===== src/rtl/sphck_div.sv =====
// Pipelined restoring divider, one quotient bit per stage, sideband carried along.
module sphck_div #(
    parameter int DEN_W  = 16,
    parameter int QUO_W  = 31,
    parameter int SIDE_W = 1
) (
    input  logic              i_clk,
    input  logic              i_rst_n,
    input  logic              i_en,
    input  logic              i_valid,
    input  logic [DEN_W-1:0]  i_rem,   // upper dividend part, must be below i_den
    input  logic [QUO_W-1:0]  i_low,   // lower dividend bits, MSB first
    input  logic [DEN_W-1:0]  i_den,
    input  logic [SIDE_W-1:0] i_side,
    output logic              o_valid,
    output logic [QUO_W-1:0]  o_quot,
    output logic [SIDE_W-1:0] o_side
);

    logic              r_vld  [QUO_W];
    logic [DEN_W-1:0]  r_rem  [QUO_W];
    logic [QUO_W-1:0]  r_bits [QUO_W];   // dividend bits out, quotient bits in
    logic [DEN_W-1:0]  r_den  [QUO_W];
    logic [SIDE_W-1:0] r_side [QUO_W];

    for (genvar k = 0; k < QUO_W; k++) begin : g_stage
        logic              c_vld;
        logic [DEN_W-1:0]  c_rem;
        logic [QUO_W-1:0]  c_bits;
        logic [DEN_W-1:0]  c_den;
        logic [SIDE_W-1:0] c_side;
        logic [DEN_W:0]    c_trial;
        logic [DEN_W:0]    c_diff;
        logic              c_ge;

        if (k == 0) begin : g_first
            assign c_vld  = i_valid;
            assign c_rem  = i_rem;
            assign c_bits = i_low;
            assign c_den  = i_den;
            assign c_side = i_side;
        end else begin : g_next
            assign c_vld  = r_vld[k-1];
            assign c_rem  = r_rem[k-1];
            assign c_bits = r_bits[k-1];
            assign c_den  = r_den[k-1];
            assign c_side = r_side[k-1];
        end

        assign c_trial = {c_rem, c_bits[QUO_W-1]};
        assign c_diff  = c_trial - {1'b0, c_den};
        assign c_ge    = (c_trial >= {1'b0, c_den});

        always_ff @(posedge i_clk) begin
            if (!i_rst_n) begin
                r_vld[k] <= 1'b0;
            end else if (i_en) begin
                r_vld[k] <= c_vld;
            end
        end

        always_ff @(posedge i_clk) begin
            if (i_en) begin
                r_rem[k]  <= c_ge ? c_diff[DEN_W-1:0] : c_trial[DEN_W-1:0];
                r_bits[k] <= {c_bits[QUO_W-2:0], c_ge};
                r_den[k]  <= c_den;
                r_side[k] <= c_side;
            end
        end
    end

    assign o_valid = r_vld[QUO_W-1];
    assign o_quot  = r_bits[QUO_W-1];
    assign o_side  = r_side[QUO_W-1];

endmodule


===== config.mk =====
export PLATFORM = sky130hd
export DESIGN_NAME = sphck_div
export DESIGN_NICKNAME = d
export VERILOG_FILES = /design/src/rtl/sphck_div.sv
export SDC_FILE = /design/constraint.sdc
export NUM_CORES = 2
export LEC_CHECK = 0
export BUFFER_PORTS_ARGS = -buffer_cell sky130_fd_sc_hd__buf_2
export CORE_AREA = 5 5 475 477
export CTS_CLUSTER_SIZE = 20
export DETAILED_ROUTE_END_ITERATION = 16
export DIE_AREA = 0 0 480 482
export PLACE_DENSITY = 0.65
export SLEW_MARGIN = 20
export SYNTH_ARGS = -nofsm -noshare
export SYNTH_HDL_FRONTEND = slang
export SYNTH_SLANG_ARGS = --single-unit

===== constraint.sdc =====
create_clock -name i_clk -period 3.45 [get_ports i_clk]
set_clock_uncertainty 0.05 [all_clocks]
set_input_delay 0.5175 -clock i_clk [delete_from_list [all_inputs] [get_ports i_clk]]
set_output_delay 0.5175 -clock i_clk [all_outputs]
set_load 0.03 [all_outputs]

# == Yosys cells after proc, flatten, opt, wreduce, memory -nomap -nowiden ==
# Memories as Yosys holds them, arrays and structs flattened.
# Index checks and enable logic that the tools add are counted.
# Widths: inputs -> output; s select.
# word_totals
mem_count,5
latchBits,0
word_cells,165
output_inout_bits,33
ff_bits,0
mem_bits_ro,0
in_bits,68
mem_bits_rw,2015
# mem_list
name,depth,width,read_ports,rd_clocked_by_memory_dff,wr,line_no,text
r_bits,31,31,31,0,31,22,logic [QUO_W-1:0] r_bits [QUO_W];
r_den,31,16,30,0,31,23,logic [DEN_W-1:0] r_den [QUO_W];
r_rem,31,16,30,0,31,21,logic [DEN_W-1:0] r_rem [QUO_W];
r_side,31,1,31,0,31,24,logic [SIDE_W-1:0] r_side [QUO_W];
r_vld,31,1,31,0,31,20,logic r_vld [QUO_W];
# op_classes
eq_ne,0
shift,0
n_bitwise,31
order_cmp,31
div,0
n_reduce_logical,0
multipliers,0
muxes,67
addsub,31
# op_table
operator,count
$ge 17x16->1,31
$mux 16,31
$sub 16x16->16,31
$mux 1,36
$or 1x1->1,31

# == Depth between registers and ports, before layout ==
# logic_depth
ltp_word,4
depth_mapped,13
mapped_depth_nobuf,12

# == Least setup slack after synthesis ==
# OpenSTA, ideal clock, no wires.
# synth_path
path_kind,flip-flop to flip-flop
from,"mem r_rem[3][6], in the netlist r_rem[0][54]"
to,"mem r_rem[4][9], in the netlist r_rem[0][73] (data pin)"
stages_incl_launch_ff,12
setup_slack_ns,0.189
t_arrival_ns,2.951
setup_ns,0.260
synth_period_minus_slack_ns,3.261
required_time_ns,3.140
path_cell_list,edfxtp_1 ha_1 a21o_1 a21o_1 a21o_1 a221oi_2 o21ai_2 a21oi_2 nor2_1 a2111oi_4 buf_6 mux2_4
# synth_rtl
item,line_no
from (decl),21

==> metrics.sh <==
OUTCOME='finished clean'
DR_TOTAL_VIAS=47820
PLACE_HPWL_MM=103.7
SYNTH.CELL_AREA_SQ_UM=87890
HOLD_VIOL=0
POWER-PER-CELL-AREA_nW_PER_UM2=861.4
RELSLEWSLACK_PCT=45.98
MAX_FREQ_MHz=299.6
SYNTH-ASYNC-RESET-RATIO_PCT=0
WL_MM=151.9
ARRIVAL_NS=3.84
SLEW_VIOLATIONS=0
FINAL.MIN_CLOCK_PERIOD_NS=3.338
P_LEAK_uW=0.03858
DRT_ITER0_MARKERS=3022
INITIAL_CORE_UTIL_PCT=39.77
VERTICAL_DIE_DIMENSION_UM=482
SYNTH.FF_LATCH_COUNT=1983
SYNTH-WARNING-COUNT=0
CRIT_PATH_MAX_INCR_DELAY_NS=0.42
SYNTHTOPCELLSBYCOUNT='edfxtp_1 (1,982), inv_1 (603), ha_1 (496), a21oi_1 (369), nor2_1 (342)'
FIRST_GLOBAL_VIAS=47640
CTS_ROOT_BUF='clkbuf_16'
PORT-BUFFER-COUNT=100
CRITICAL_PATH.N_BUFFERS_INVERTERS=2
AREA_CONTRIBUTORS_POST_SYNTH='edfxtp_1 (68%), ha_1 (7.1%), mux2_2 (3.2%)'
DIEAREA_SQ_UM=231400
REQUIRED_ARRIVAL_TIME_AT_THE_WORST_ENDPOINT_NS=3.95
ROUTABILITYCONGESTION=0.8866
CLOCK_TREE.HTREE_LEVEL_COUNT=4
INITIAL_ANTENNA_VIOLATION_COUNT=2
PERIOD_SHARE_PCT=96.74
DRT_FIRST_PASS_ITERS=5
CRITPATHCAPTURETYPE='register'
STARTPOINT_TYPE_OF_THE_WORST_SETUP_PATH='register'
SYNTHESIS.NETS=6687
SLOWEST_STAGE='edfxtp_1'
GR-TOTAL-OVERFLOW=0
CRIT_PATH_CELL_TRACE='inv_1 > ha_1 > a21o_1 > a21oi_1 > o21ai_1 > a31o_2 > a31oi_1 > o21ai_1 > a211o_1 > buf_12 > mux2_2'
SYNTH_TOP_AREA_SHARE_PCT=67.71
GRT.TOTAL_USAGE_PCT=12.93
SYNTH.MOST_COMMON_CELL='edfxtp_1'
CRIT_PATH_FREQUENT_CELL='o21ai_1'
AVGSYNTHCELLAREA_SQ_UM=14.43
WORST_SLEW_PIN_SLEW_NS=0.8102
TIMING.CRITICAL_PATH.MAX_DELAY_FAMILY='compound AO/OA/AOI/OAI gates'
SYNTH.LIB_CELLS_USED.DISTINCT=82
SYN_INST=6093
ROUTE.ANTENNA.REMAINING_NETS=0
TIMING_WORST_SETUP_PATH_TYPE='register to register'
FINALSETUPVIOLCOUNT=0
POST_LAYOUT_UTIL_PCT=45.72
CTS_BUFFERS=211
IOS=101
DRT-WIRELENGTH-PER-CELL_UM=15.68
IR_DROP_V=0.0005379
COREAREA_SQ_UM=221000
CTS_TREE='done'
CAP_VIOL_MAX_COUNT=0
DESIGN.FINAL.NETS=7123
RSZ_0062_RAISED_AFTER_GLOBAL_ROUTING='false'
DIE_WIDTH_UM=480
SYNTH_FLOP_CELL='edfxtp_1'
CTS.REPORTEDPATHS.CLKPINSLEW_NS=0.06
SYNTH_SEQUENTIAL_AREA_RATIO_PCT=67.74
RATIO_OF_CELLS_WITH_DRIVE_ABOVE_1_IN_THE_FINAL_LAYOUT_PCT=12.86
WORSTPATHMAXFANOUT=17
DRC_ERRORS=0
POST-SYNTH-TOP-AREA-CELL='edfxtp_1'
POST_ROUTE_WORST_HOLD_SLACK_NS=0.1210
GRT_FIRST_PASS_WIRELENGTH_MM=247.0
MIN-DELAY-PATH-CLASS='primary input to register'
AREA.GROWTH.SYNTH_TO_FINAL_PCT=14.97
CTS.SINK_COUNT=1983
CTS-ROOT-TO-SINK-BUFFERS=3
FLOORPLAN.ROWS=173
WORST_SKEW_PAIR.LATE_LATENCY_NS=0.83
AVGVIACOUNTPERCELL=4.937
SYNTH_ENABLE_FLOP_CELLS=1982
PIN_COUNT_OF_THE_BIGGEST_NET_ENTERING_GLOBAL_ROUTING=103
-- state kept, by name (all words and copies together) (netlist names) --
register,cells
r_rem,480
r_vld,31
r_bits,961
r_side,31
r_den,480
-- metrics by stage --
| stage | setup WS (ns) | instances | total power [uW] | cell area (sq um) | setup TNS [ns] |
|---|---|---|---|---|---|
| 2_1_floorplan | 0.1887 | 6093 | 57040 | 87890 | 0 |
| 3_3_place_gp | 0.05038 | 9225 | 63810 | 93250 | 0 |
| 3_5_place_dp | -0.0008675 | 9225 | 64590 | 93250 | -0.001187 |
| 4_1_cts | 0.02154 | 9682 | 87760 | 100900 | 0 |
| 5_1_grt | 0.001363 | 9686 | 92780 | 101000 | 0 |
| 6_report | 0.1124 | 9686 | 87050 | 101000 | 0 |
-- kinds of logic after synthesis --
| logic type | count (synthesis) | share of synthesized area [%] |
|---|---|---|
| and+or+nand+nor | 1144 | 6.382 |
| AOI/OAI and AO/OA | 1143 | 8.184 |
| buffers and inverters | 673 | 2.930 |
| muxes | 291 | 3.705 |
| DFF | 1983 | 67.74 |
| adders and majority gates | 526 | 7.744 |
| xor gates and xnor gates | 333 | 3.318 |
-- path summary, 6_finish.rpt --
check	start	end	slack [ns]	cells after the start
worst max register to register	r_den[0][134]$_DFFE_PP_	r_rem[0][146]$_DFFE_PP_	0.11	11
worst min-delay path	i_rst_n	r_vld[16]$_DFF_P_	0.12	2
worst min register to register	r_bits[0][5]$_DFFE_PP_	r_bits[0][37]$_DFFE_PP_	0.33	0
worst max-delay path	r_den[0][134]$_DFFE_PP_	r_rem[0][146]$_DFFE_PP_	0.11	11
-- repair_timing --
| item | CTS | global route |
|---|---|---|
| endpoints found under the hold margin | 63 | 0 |
| gates cloned | 0 | 1 |
| pin swaps | 0 | 8 |
| buffers inserted | 0 | 2 |
| gates resized for setup | 1 | 35 |
| endpoints found under the setup margin | 8 | 136 |
| hold buffers | 63 | 0 |
-- cell usage in the layout (no fill, tap or decap), types with 58 or more instances in the layout --
cell type      instances
edfxtp_1            1982
inv_1                602
ha_1                 491
a21oi_1              364
nor2_1               342
o21ai_0              272
nand2_1              250
mux2_2               248
clkbuf_16            213
xnor2_1              211
xor2_1               122
a21o_1               112
buf_2                 99
nor3_1                92
buf_4                 89
o21a_1                86
nand3_1               82
nor2b_1               74
nand2b_1              73
dlygate4sd3_1         63
and3_1                58
-- power breakdown --
group	internal [uW]	total, uW	switching, uW
registers	32900	35300	2350
clock network	12900	22400	9420
logic	14100	29400	15300
total	59900	87000	27100
-- area by class of cell --
type                            instances  area, sq um
Antenna cell                            1        2.502
Fill cell                           19160       120000
Timing Repair Buffer                  293         2614
Sequential cell                      1983        59540
Inverter                              603         2263
Clock inverter                        145         1494
Clock buffer                          249         5484
Tap cell                             2975         3722
Multi-Input combinational cell       3437        25930
-- per-layer routing --
metal	GRT usage (%)	wire length, um
met5	0	0
met4	4.273	4282
met3	2.512	6638
met2	21.02	70460
met1	17.55	70540
Power figures use the tool's default switching activity.
